[src/rtl/core/lbat_pkg.sv]
package lbat_pkg;

  // Field widths of the request and result items
  localparam int unsigned COUNT_W = 8;
  localparam int unsigned START_W = 7;
  localparam int unsigned TYPE_W  = 1;
  localparam int unsigned STAT_W  = 2;
  localparam int unsigned FIRST_W = 7;
  localparam int unsigned LEFT_W  = 8;

  // Request kinds (tuser on the slave side)
  localparam logic [TYPE_W-1:0] REQ_ALLOC = 1'b0;
  localparam logic [TYPE_W-1:0] REQ_FREE  = 1'b1;

  // Result status codes
  localparam logic [STAT_W-1:0] ST_DONE    = 2'd0;
  localparam logic [STAT_W-1:0] ST_SHORT   = 2'd1;
  localparam logic [STAT_W-1:0] ST_INVALID = 2'd2;

  // Controller states
  typedef enum logic [2:0] {
    S_CLEAR,
    S_IDLE,
    S_ALLOC,
    S_SEAL,
    S_FREE,
    S_DONE
  } state_t;

endpackage

[src/rtl/core/linked_block_allocation_table.sv]
// Linked block allocation table: one busy bit and one next-block link per block.
// Slave channel (s_tvalid/s_tready/s_tdata/s_tuser) takes one request at a time:
// tuser selects allocate or free, tdata carries the block count and chain start.
// Master channel (m_tvalid/m_tready/m_tdata) returns one result per request:
// status, first block of a new chain, and free blocks left afterwards.
// Allocate scans the table from block 0, one entry per cycle through the table
// memory's read port; once the last block is found it seals the chain end, and
// then its result registers.
// Free walks the chain one link per cycle, freeing each busy block it reaches;
// the walk ends on a last link, on a link to a block that is not busy, or on
// the step limit.
// A zero count, a shortage or a bad start skips the table and changes nothing.
// The next request can be taken once the result registers and the state is idle.
// After rst the table runs a clearing pass that writes every entry free with an
// end link; s_tready stays low during that pass.
// The result sits in an output register: a new request is taken while it waits.
// While the receiver stalls a finished result, the next request holds in its
// final state until the output register frees up.
module linked_block_allocation_table #(
  parameter int unsigned NUM_BLOCKS = 128
) (
  input  logic        clk,
  input  logic        rst,
  input  logic        s_tvalid,
  output logic        s_tready,
  // [7:0] block_count, [14:8] chain_start, [15] zero
  input  logic [15:0] s_tdata,
  // [0] req_type
  input  logic [lbat_pkg::TYPE_W-1:0] s_tuser,
  output logic        m_tvalid,
  input  logic        m_tready,
  // [1:0] status, [8:2] first_block, [16:9] free_left, [23:17] zero
  output logic [23:0] m_tdata
);
  import lbat_pkg::*;

  localparam int unsigned BW = (NUM_BLOCKS > 1) ? $clog2(NUM_BLOCKS) : 1;
  localparam int unsigned CW = $clog2(NUM_BLOCKS + 1);
  localparam int unsigned EW = BW + 2;

  // Entry layout: {busy, last, link}
  localparam logic [EW-1:0] FREE_ENTRY = {1'b0, 1'b1, {BW{1'b0}}};

  state_t state, state_next;

  logic [EW-1:0] mem [NUM_BLOCKS];
  logic [EW-1:0] rd_raw, fwd_data, rd_data;
  logic          fwd_hit;
  logic [BW-1:0] rd_addr, wa;
  logic [EW-1:0] wd;
  logic          we;

  logic [CW-1:0]      clr, scan, taken, steps, free_total;
  logic               chk_vld;
  logic [BW-1:0]      chk_addr, prev, first, cur;
  logic [COUNT_W-1:0] count_q;
  logic [STAT_W-1:0]  res_status;

  logic               acc, out_free, start_ok, rd_busy, rd_last;
  logic               found, last_find, walk_hit, walk_more, alloc_bad;
  logic [BW-1:0]      rd_link;
  logic [COUNT_W-1:0] in_count;
  logic [START_W-1:0] in_start;

  // Request fields and handshake terms
  assign in_count = s_tdata[COUNT_W-1:0];
  assign in_start = s_tdata[COUNT_W +: START_W];
  assign acc      = s_tvalid && s_tready;
  assign out_free = !m_tvalid || m_tready;
  assign s_tready = (state == S_IDLE);
  assign start_ok = 32'(in_start) < 32'(NUM_BLOCKS);
  assign alloc_bad = (in_count == '0) || (32'(in_count) > 32'(free_total));

  // Read data with write forwarding on a same-address collision
  assign rd_data = fwd_hit ? fwd_data : rd_raw;
  assign rd_busy = rd_data[EW-1];
  assign rd_last = rd_data[EW-2];
  assign rd_link = rd_data[BW-1:0];

  // Scan and walk decisions
  assign found     = (state == S_ALLOC) && chk_vld && !rd_busy;
  assign last_find = found && (32'(taken) + 32'd1 == 32'(count_q));
  assign walk_hit  = (state == S_FREE) && rd_busy && (32'(steps) < 32'(NUM_BLOCKS));
  assign walk_more = walk_hit && !rd_last;

  // Table memory: one write port, one registered read port
  always_ff @(posedge clk) begin
    if (we) begin
      mem[wa] <= wd;
    end
    rd_raw   <= mem[rd_addr];
    fwd_hit  <= we && (wa == rd_addr);
    fwd_data <= wd;
  end

  // Next state
  always_comb begin
    state_next = state;
    unique case (state)
      S_CLEAR: if (32'(clr) == 32'(NUM_BLOCKS) - 32'd1) state_next = S_IDLE;
      S_IDLE: begin
        if (acc) begin
          if (s_tuser == REQ_FREE) begin
            state_next = start_ok ? S_FREE : S_DONE;
          end else begin
            state_next = alloc_bad ? S_DONE : S_ALLOC;
          end
        end
      end
      S_ALLOC: if (last_find) state_next = S_SEAL;
      S_SEAL:  state_next = S_DONE;
      S_FREE:  if (!walk_more) state_next = S_DONE;
      S_DONE:  if (out_free) state_next = S_IDLE;
      default: state_next = S_IDLE;
    endcase
  end

  // Memory port control
  always_comb begin
    rd_addr = '0;
    we      = 1'b0;
    wa      = '0;
    wd      = FREE_ENTRY;
    unique case (state)
      S_CLEAR: begin
        we = 1'b1;
        wa = clr[BW-1:0];
      end
      S_IDLE: rd_addr = BW'(in_start);
      S_ALLOC: begin
        rd_addr = scan[BW-1:0];
        // link the previous block to the one just found
        if (found && (taken != '0)) begin
          we = 1'b1;
          wa = prev;
          wd = {1'b1, 1'b0, chk_addr};
        end
      end
      S_SEAL: begin
        we = 1'b1;
        wa = prev;
        wd = {1'b1, 1'b1, {BW{1'b0}}};
      end
      S_FREE: begin
        rd_addr = rd_link;
        if (walk_hit) begin
          we = 1'b1;
          wa = cur;
        end
      end
      S_DONE: rd_addr = '0;
      default: rd_addr = '0;
    endcase
  end

  // Control and datapath registers
  always_ff @(posedge clk) begin
    if (rst) begin
      state      <= S_CLEAR;
      clr        <= '0;
      m_tvalid   <= 1'b0;
      free_total <= CW'(NUM_BLOCKS);
      chk_vld    <= 1'b0;
    end else begin
      state <= state_next;
      // output register: load a finished result, else drop it once taken
      if ((state == S_DONE) && out_free) begin
        m_tvalid <= 1'b1;
      end else if (m_tvalid && m_tready) begin
        m_tvalid <= 1'b0;
      end
      unique case (state)
        S_CLEAR: clr <= clr + 1'b1;
        S_IDLE: begin
          if (acc) begin
            count_q <= in_count;
            scan    <= '0;
            chk_vld <= 1'b0;
            taken   <= '0;
            first   <= '0;
            steps   <= '0;
            cur     <= BW'(in_start);
            if (s_tuser == REQ_FREE) begin
              res_status <= start_ok ? ST_DONE : ST_INVALID;
            end else if (in_count == '0) begin
              res_status <= ST_INVALID;
            end else if (alloc_bad) begin
              res_status <= ST_SHORT;
            end else begin
              res_status <= ST_DONE;
            end
          end
        end
        S_ALLOC: begin
          // issue one read per cycle, check the one issued last cycle
          chk_vld  <= 32'(scan) < 32'(NUM_BLOCKS);
          chk_addr <= scan[BW-1:0];
          if (32'(scan) < 32'(NUM_BLOCKS)) begin
            scan <= scan + 1'b1;
          end
          if (found) begin
            if (taken == '0) begin
              first <= chk_addr;
            end
            prev  <= chk_addr;
            taken <= taken + 1'b1;
          end
        end
        S_SEAL: free_total <= free_total - taken;
        S_FREE: begin
          if (walk_hit) begin
            free_total <= free_total + 1'b1;
            steps      <= steps + 1'b1;
            cur        <= rd_link;
          end
        end
        S_DONE: begin
          if (out_free) begin
            m_tdata <= {7'b0, LEFT_W'(free_total), FIRST_W'(first), res_status};
          end
        end
        default: clr <= clr;
      endcase
    end
  end

endmodule
[config.mk]
export PLATFORM = sky130hd
export DESIGN_NAME = linked_block_allocation_table
export DESIGN_NICKNAME = d
export VERILOG_FILES = /design/src/rtl/core/lbat_pkg.sv /design/src/rtl/core/linked_block_allocation_table.sv
export SDC_FILE = /design/constraint.sdc
export NUM_CORES = 2
export LEC_CHECK = 0
export BUFFER_PORTS_ARGS = -buffer_cell sky130_fd_sc_hd__buf_2
export CAP_MARGIN = 20
export CORE_ASPECT_RATIO = 1.5
export CORE_MARGIN = 4
export CORE_UTILIZATION = 25
export DETAILED_ROUTE_END_ITERATION = 10
export REMOVE_ABC_BUFFERS = 1
export SYNTH_ARGS = -nofsm -noshare
export SYNTH_HDL_FRONTEND = slang
export SYNTH_SLANG_ARGS = --single-unit
export TNS_END_PERCENT = 30
[constraint.sdc]
create_clock -name clk -period 7.1 [get_ports clk]
set_clock_uncertainty 0.15 [all_clocks]
set_input_delay 1.42 -clock clk [delete_from_list [all_inputs] [get_ports clk]]
set_output_delay 1.42 -clock clk [all_outputs]
set_load 0.005 [all_outputs]
==> run metrics <==
setup bufs post-CTS=0; Mapped Cells=3857; Max Clk Rate=166 MHz; crit path from=taken[0]$_SDFFCE_PP0P_; Max-Cap Viols=0; CTS buffer count=107; Worst Path Required=7.29 ns; Die X=377 um; CP peak stage delay=0.87 ns; share of cells above drive strength 1=0.0795; Slew @ Worst Pin=1.10 ns; remaining antenna violation count after routing=0; crit-path cells=inv_1 > ha_1 > nor3b_1 > nand3b_1 > nor2_1 > nor2_1 > inv_4 > nand2_8 > a222oi_1 > nor2b_1 > nand2_1 > buf_4 > nor2_1; Netlist Area Pre-Place=51000 um2; Netlist cell types=72; Tot GR Track Use=0.120; crit path max fanout=68; critical path buffer and inverter count=3; DRT iter0 DRCs=2778; Final period util=0.847; reg-to-reg endpoint=mem[50][3]$_DFFE_PP_; share of the synthesized area in the top cell type=0.725; area of the die=211000 um2; num rows=202; clock latency at the later pin of the worst-skew pair=0.73 ns; clk root buf=clkbuf_16; Post-synth EDFFs=1231; core area=202000 um2; Clk pwr share=0.420; Lkg Pwr=0.0188 uW; hold depth=0; CTS max path bufs=3; status=finished clean; placed cells=6401; hold buffers post-CTS=0; final cell count without fillers=6602; Detail Placement HPWL=80000 um; Reg clk slew, reported paths=0.06 ns; Area Growth Syn to Fin=13.4%; global route overflow=0; CP max stage cell=a222oi_1; sequential power share=0.570; Layout fillers=20202; IO buf count=38; Avg WL per Cell=19.8 um; hold_sp=first[2]$_SDFFCE_PP0P_; Switching Share=0.196; clk sinks=1271; synth top area cells=edfxtp_1, nand2_1, nand3_1; Post-synth ARST share=0; Hold Path Class=reg2reg; final wirelength=131000 um; CTS tree=built; I/O pin total=47; Die H=561 um; cell count along the critical path=13; ys flop type=edfxtp_1; number of synthesized register bits=1271; RSZ-0062 raised after global routing=false; relative slew slack=0.265; vias post-DR=30584; Via density=4.63; Max VDD drop=0.183 mV; Slew Limit Fails=0; post-layout min period=6.01 ns; R2R Setup Slk=1.09 ns; syn avg cell area=13.2 um2; final setup vio count=0; number of global-route vias before repair=30069; multi-input logic area=12200 um2; cell taking the most area after synthesis=edfxtp_1; total power=14300 uW; Hold EP=m_tdata[4]$_DFFE_PP_; Int Pwr=11500 uW; htree depth=3; drt drc=0; Worst setup SP type=flip-flop; Reg-to-Reg Start=taken[0]$_SDFFCE_PP0P_; global-route wire length before repair=193000 um; post-cts resize count=0; combinational share of power=0.009; endpoint class of the critical path=flip-flop; drt first pass iters=5; PD cells=247 nW/um2; Final Hold Violating Endpoints=0; initial core utilization=0.252; initial antenna violation count=1; most frequent CP cell=nor2_1; routability congestion estimate=0.850; P_sw=2800 uW; Seq. cell area=37800 um2; sequential area share after synthesis=0.741; largest net degree at the start of global routing=143; Yosys warnings=0; fin nets=3901; Top delay family on crit path=simple AND/OR/NAND/NOR gates; crit path kind=reg2reg; Critical Path AT=6.20 ns; reg2reg path depth=13
-- placed cells by master (no fill, tap or decap), types with 19 or more instances in the layout --
cell type | synthesis | routed
clkinv_1 | 0 | 21
inv_1 | 20 | 19
ha_1 | 20 | 20
a32oi_1 | 61 | 61
mux2i_1 | 118 | 118
xor2_1 | 23 | 23
a21oi_1 | 105 | 104
nand4_1 | 77 | 77
edfxtp_1 | 1231 | 1231
nor2_1 | 199 | 197
clkbuf_16 | 0 | 108
xnor2_1 | 26 | 26
dfxtp_1 | 40 | 40
a31oi_1 | 79 | 79
o22ai_1 | 35 | 35
clkinv_2 | 0 | 25
and3_1 | 67 | 67
nand2_1 | 990 | 990
buf_4 | 15 | 67
buf_2 | 77 | 39
nor4_1 | 24 | 24
nand3_1 | 351 | 351
nor3_1 | 31 | 30
-- registers in the layout, summed over array words and instances, names as in the netlist, 3 cells and up --
signal / cells
mem: 1152
clr: 8
cur: 7
first: 7
count_q: 8
taken: 8
m_tdata: 17
steps: 8
chk_addr: 7
scan: 8
free_total: 8
rd_raw: 9
prev: 7
state: 3
fwd_data: 9
-- metal layers --
metal / vias up / part of all wire / wire length, um / GRT usage
met2: 922 / 0.53 / 69100 / 0.220
li1: 14192 / - / - / -
met4: 0 / 0.050 / 6590 / 0.0592
met1: 15243 / 0.37 / 48800 / 0.136
met3: 227 / 0.048 / 6240 / 0.0158
met5: - / 0 / 0 / 0
-- power by group through the flow --
stage / Combinational, uW / Clock [uW] / Sequential, uW
after floorplan: 61.7 / 0 / 8290
after global routing: 139 / 6390 / 8130
after global placement: 128 / 0 / 8300
final: 132 / 5990 / 8130
after CTS: 130 / 6090 / 8130
after detailed placement: 130 / 0 / 8300
-- how the worst max path moves through the flow --
stage / end
after floorplan: rd_raw[7]$_DFF_P_
after global placement: mem[90][5]$_DFFE_PP_
after detailed placement: mem[90][5]$_DFFE_PP_
after CTS: mem[90][8]$_DFFE_PP_
after global routing: mem[28][2]$_DFFE_PP_
final: mem[50][3]$_DFFE_PP_
-- cell usage after synthesis (23+ instances only) --
library cell  instances
a21oi_1             105
and3_1               67
buf_2                77
nand3_1             351
buf_1                34
nand2_1             990
edfxtp_1           1231
nor2_1              199
xor2_1               23
clkbuf_1             95
a31oi_1              79
o22ai_1              35
dfxtp_1              40
a32oi_1              61
mux2i_1             118
nor4_1               24
nand4_1              77
nor3_1               31
xnor2_1              26
-- area by class of cell --
class,instances,share of cell area
antenna,2,0.0000866
clock inverter,77,0.0136
sequential,1271,0.653
tap,2652,0.0574
inverter,20,0.00134
multi-input combinational,2345,0.212
clock buffer,121,0.0476
timing repair buffer,114,0.0148
-- per-stage QoR --
step	utilization	cell area [um2]	setup slack, ns	hold WS [ns]	TNS (ns)
floorplan	-	50000	-4.92	0.250	-48.43
global placement	0.268	54300	1.20	0.257	0
detailed placement	0.268	54300	1.05	0.258	0
CTS	0.286	57800	1.01	0.269	0
global route	0.286	57800	0.621	0.284	0
finish	0.286	57800	1.09	0.266	0
-- cells by family (layout without fill, tap and decap cells) --
kind of cell | Yosys count | in the layout | synth area share
AO/OA/AOI/OAI | 332 | 332 | 0.0432
XOR/XNOR | 49 | 49 | 0.00842
adder cells (fa/ha/maj) | 21 | 21 | 0.00530
buffers and inverters | 247 | 332 | 0.0218
flip-flops | 1271 | 1271 | 0.741
multiplexers | 120 | 120 | 0.0237
other | 1 | 9 | 0.0000735
AND/OR/NAND/NOR | 1816 | 1816 | 0.157
No activity file was read; power rests on OpenSTA's default activity.
